<file path="src/hw/rtl/aes_ram.sv">
`default_nettype none
module aes_ram #(
  parameter int Width = 32,
  parameter int Depth = 44
) (
  input  wire logic                     clk,
  input  wire logic                     we,
  input  wire logic [$clog2(Depth)-1:0] waddr,
  input  wire logic [Width-1:0]         wdata,
  input  wire logic [$clog2(Depth)-1:0] raddr,
  output logic      [Width-1:0]         rdata
);
  logic [Width-1:0] mem [Depth];

  always_ff @(posedge clk) begin
    if (we) begin
      mem[waddr] <= wdata;
    end
    rdata <= mem[raddr];
  end
endmodule
`default_nettype wire

</file>
<file path="config.mk">
export PLATFORM = sky130hd
export DESIGN_NAME = aes_ram
export DESIGN_NICKNAME = d
export VERILOG_FILES = /design/src/hw/rtl/aes_ram.sv
export SDC_FILE = /design/constraint.sdc
export NUM_CORES = 1
export LEC_CHECK = 0
export BUFFER_PORTS_ARGS = -buffer_cell sky130_fd_sc_hd__clkbuf_2
export CAP_MARGIN = 10
export CELL_PAD_IN_SITES_DETAIL_PLACEMENT = 0
export CELL_PAD_IN_SITES_GLOBAL_PLACEMENT = 1
export CORE_UTILIZATION = 48
export DETAILED_ROUTE_END_ITERATION = 8
export HOLD_SLACK_MARGIN = 0.12
export PLACE_DENSITY_LB_ADDON = 0.1
export SYNTH_ARGS = -nofsm -noshare
export SYNTH_HDL_FRONTEND = slang
export SYNTH_SLANG_ARGS = --single-unit
</file>
<file path="constraint.sdc">
create_clock -name clk -period 5.3 [get_ports clk]
set_input_delay 1.06 -clock clk [delete_from_list [all_inputs] [get_ports clk]]
set_output_delay 1.06 -clock clk [all_outputs]
set_load 0.02 [all_outputs]
</file>
# Word-level counts from Yosys, hierarchy flattened
# Memory sizes are Yosys's and may differ from the RTL's. A register that Yosys moved wholly into a read port is not among the register bits.
# Cells that the tools add are included.
dict set report totals {
  ramBits 1408
  ff_bits 0
  in_bits 46
  mem_count 1
  word_cells 3
  output_inout_bits 32
}
dict set report op_classes {
  muxes 2
}
# name depth word_bits read_ports rd_ports_with_merged_regs wr line
set mem_list {}
lappend mem_list {mem 44 32 1 1 1 13} ;# logic [Width-1:0] mem [Depth];
# operator n
set op_table {}
lappend op_table {{two-way mux 1 bit} 2}

# Logic depth before layout (Yosys ltp)
dict set report depth {
  depth_word 2
  depth_mapped 8
}

# Worst setup path before layout
# Ideal clock, no wire load.
dict set report synth_path {
  path_kind {input to register}
  startpoint {input waddr[1]}
  endpoint {memory mem[21][0] (enable)}
  path_buffers 0
  setup_slack_ns 0.445
  t_arrival_ns 4.353
  cell_stages 2
  setup_time_ns 0.502
  cell_sequence {nand2b_1 -> nor4_1}
}
# item line
set synth_lines {}
lappend synth_lines {{start, declared} 8} ;# input wire logic [$clog2(Depth)-1:0] waddr,
lappend synth_lines {{end, declared} 13}
# No word-level cell before the write port.

==> impl_metrics.tcl <==
set metrics [dict create \
    cts_tree "yes" \
    global_route_wire_length_before_repair_um 200500 \
    r2r-start "mem[39][13]$_DFFE_PP_" \
    maxSlewViolCount 0 \
    synthCells 2500 \
    hold_sp "raddr[4]" \
    grt_antenna_before_repair 8 \
    postCtsSetupBuffers 0 \
    timing_hold_violations_final 0 \
    fin_area_um2 62090 \
    worst_slew_pin_slew_ns 1.135 \
    vias 26250 \
    area_enclosed_by_the_die_boundary_um2 115000 \
    dr.pass1.iters 7 \
    timing.reg2reg.setup_slack_ns 3.32 \
    ys.warnings.count 0 \
    fmaxAchievable_mhz 324.0 \
    dieHeight_um 339.2 \
    worst_setup_path_start_kind "primary input" \
    design.portCount 78 \
    drt-total-wl_um 140200 \
    rsz0062_at_grt "false" \
    wl_per_cell_um 32.60 \
    layout.cells.most_common_list "edfxtp_1 (1408), mux4_2 (288), clkbuf_16 (154)" \
    numCtsBuffers 150 \
    synth_nets 2546 \
    cap_violations 0 \
    min_delay_path_depth 4 \
    clock-root-buffer "clkbuf_16" \
    worst_path_clk_slew_ns 0.06 \
    vdd_ir_drop_max_mv 0.3029 \
    final.setup.tns_ns 0 \
    syn_area_per_cell_um2 21.83 \
    gr-total-overflow 0 \
    crit_path_end_kind "flop" \
    finalClockSkew_ns 0.03559 \
    clock_path_buffers 3 \
    ant_nets 0 \
    grt_start_max_net_pins 64 \
    static-leakage-power_nw 19.63 \
    finalWeightedCongestion 0.7536 \
    coreArea_um2 112700 \
    final.period_utilization_pct 58.23 \
    flow.area_growth_from_synthesis_pct 13.79 \
    site_rows 123 \
    crit-reg2reg-capture "rdata[13]$_DFF_P_" \
    cts_repair_resize_count 0 \
    worst-endpoint-arrival_ns 3.75 \
    hold-worst-slack_ns 0.8066 \
    power-per-cell-area_nw_per_um2 384.8 \
    finalNetCount 2726 \
    number_of_global_route_vias_before_repair 27090 \
    critical_path_required_ns 5.96 \
    ys_ff_latch 1440 \
    worstSkewPairLatency_ns 0.75 \
    mostFrequentLayoutCell "edfxtp_1" \
    layout-drive-gt1-share_pct 26.58 \
    yosysUniqueCellTypes 33 \
    start_util_pct 48.44 \
    drc 0 \
    worst_r2r_path_depth 5 \
    drt_iter0_markers 2753 \
    holdPathEnd "rdata[3]$_DFF_P_" \
    power_w 0.02389 \
    tot_gr_track_use_pct 24.77 \
    floorplan_die_width_um 339.2 \
    hpwlAfterDp_um 78860 \
    ys_seq_area_share_pct 78.66 \
    synth_area_um2 54570 \
    tritoncts_num_sinks 1440 \
    path_class "primary input to flop" \
    dpl_cell_area_um2 57390 \
    result_of_the_run "finished, final reports clean" \
    routed_via_density 6.107 \
    period_needed_ns 3.086 \
    cts_htree_levels 4 \
    io_buffer_count 77 \
    layout_fillers 8585 \
    min_path_type "primary input to flop" \
    ctsHoldBuffers 0 \
    timing.max_slew.rel_slack_pct 24.13 \
    finalSetupViolations 0 \
    critPathMaxFanout 36 \
]
[how the worst max path moves through the flow]
stage / slack [ns] / depth (start not counted) / startpoint / end
2_1_floorplan: 0.45 / 2 / waddr[1] / mem[21][0]$_DFFE_PP_
3_3_place_gp: 1.48 / 7 / raddr[2] / rdata[31]$_DFF_P_
3_5_place_dp: 1.45 / 7 / raddr[2] / rdata[10]$_DFF_P_
4_1_cts: 2.24 / 7 / raddr[2] / rdata[10]$_DFF_P_
5_1_grt: 2.15 / 8 / raddr[0] / rdata[18]$_DFF_P_
6_report: 2.21 / 7 / raddr[2] / rdata[10]$_DFF_P_
[critical path, cell delays in order]
cell	delay (ns)
buf_6	0.49
nor2b_4	0.99
buf_4	0.46
a22oi_1	0.16
a21oi_1	0.17
a21oi_1	0.15
o21ai_1	0.20
[per-stage QoR]
step / setup slack, ns / instances / utilization [%]
after floorplan: 0.4452 / 2500 / -
after global placement: 1.479 / 4028 / 50.95
after detailed placement: 1.451 / 4028 / 50.95
after CTS: 2.236 / 4295 / 55.11
after global routing: 2.154 / 4298 / 55.11
final: 2.214 / 4299 / 55.11
[synth_stat cells, drive strengths merged]
cell type	number	area share, %
mux2	64	1.3
or2	2	0.023
nor4	1	0.011
and2	1	0.011
nor2b	6	0.069
nand2b	6	0.069
dfxtp	32	1.2
a22oi	64	0.88
nor3	5	0.046
nand2	62	0.43
a221oi	32	0.51
edfxtp	1408	77
nand4	1	0.011
o21ai	54	0.50
nand3b	1	0.014
clkbuf	74	0.51
o211ai	22	0.30
inv	1	0.0069
mux2i	128	2.3
a21oi	74	0.68
nor2	54	0.37
or3b	1	0.016
or3	2	0.023
o22ai	32	0.37
mux4	288	12
nand3	5	0.046
o31ai	10	0.14
buf	70	0.76
[state kept, by name (all words and copies together), names as in the netlist]
register  cells
rdata        32
mem        1408
[routing by layer]
metal	track usage [%]	up-vias	part of all wire, %
met5	0	-	0.026
met4	6.514	6	2.0
met3	4.379	192	6.8
met2	39.98	964	49
met1	35.15	14200	42
li1	-	10890	-
[power breakdown]
part / internal [W] / leakage, nW / switching, W
logic: 0.000400 / 4.40 / 0.000741
registers: 0.0126 / 12.9 / 0.0000496
clock network: 0.00590 / 2.30 / 0.00419
[final cells by class]
type / count / area, um2 / share of cell area (%)
diodes: 4 / 10.01 / 0.01612
clock buffers: 202 / 4104 / 6.610
clock inverters: 65 / 581.8 / 0.9371
inverters: 1 / 3.754 / 0.006046
multi-input cells: 915 / 11310 / 18.22
flip-flops and latches: 1440 / 42920 / 69.13
well taps: 1500 / 1877 / 3.023
repair buffers: 172 / 1280 / 2.062
[cell families (layout without fill, tap and decap cells)]
logic type | after synthesis | after routing | share of synthesized area [%]
AND/OR/NAND/NOR | 147 | 147 | 1.137
flip-flops | 1440 | 1440 | 78.66
buffers and inverters | 145 | 440 | 1.273
AO/OA/AOI/OAI | 288 | 288 | 3.375
other | 0 | 4 | 0
multiplexers | 480 | 480 | 15.56
Power figures use the tool's default switching activity.
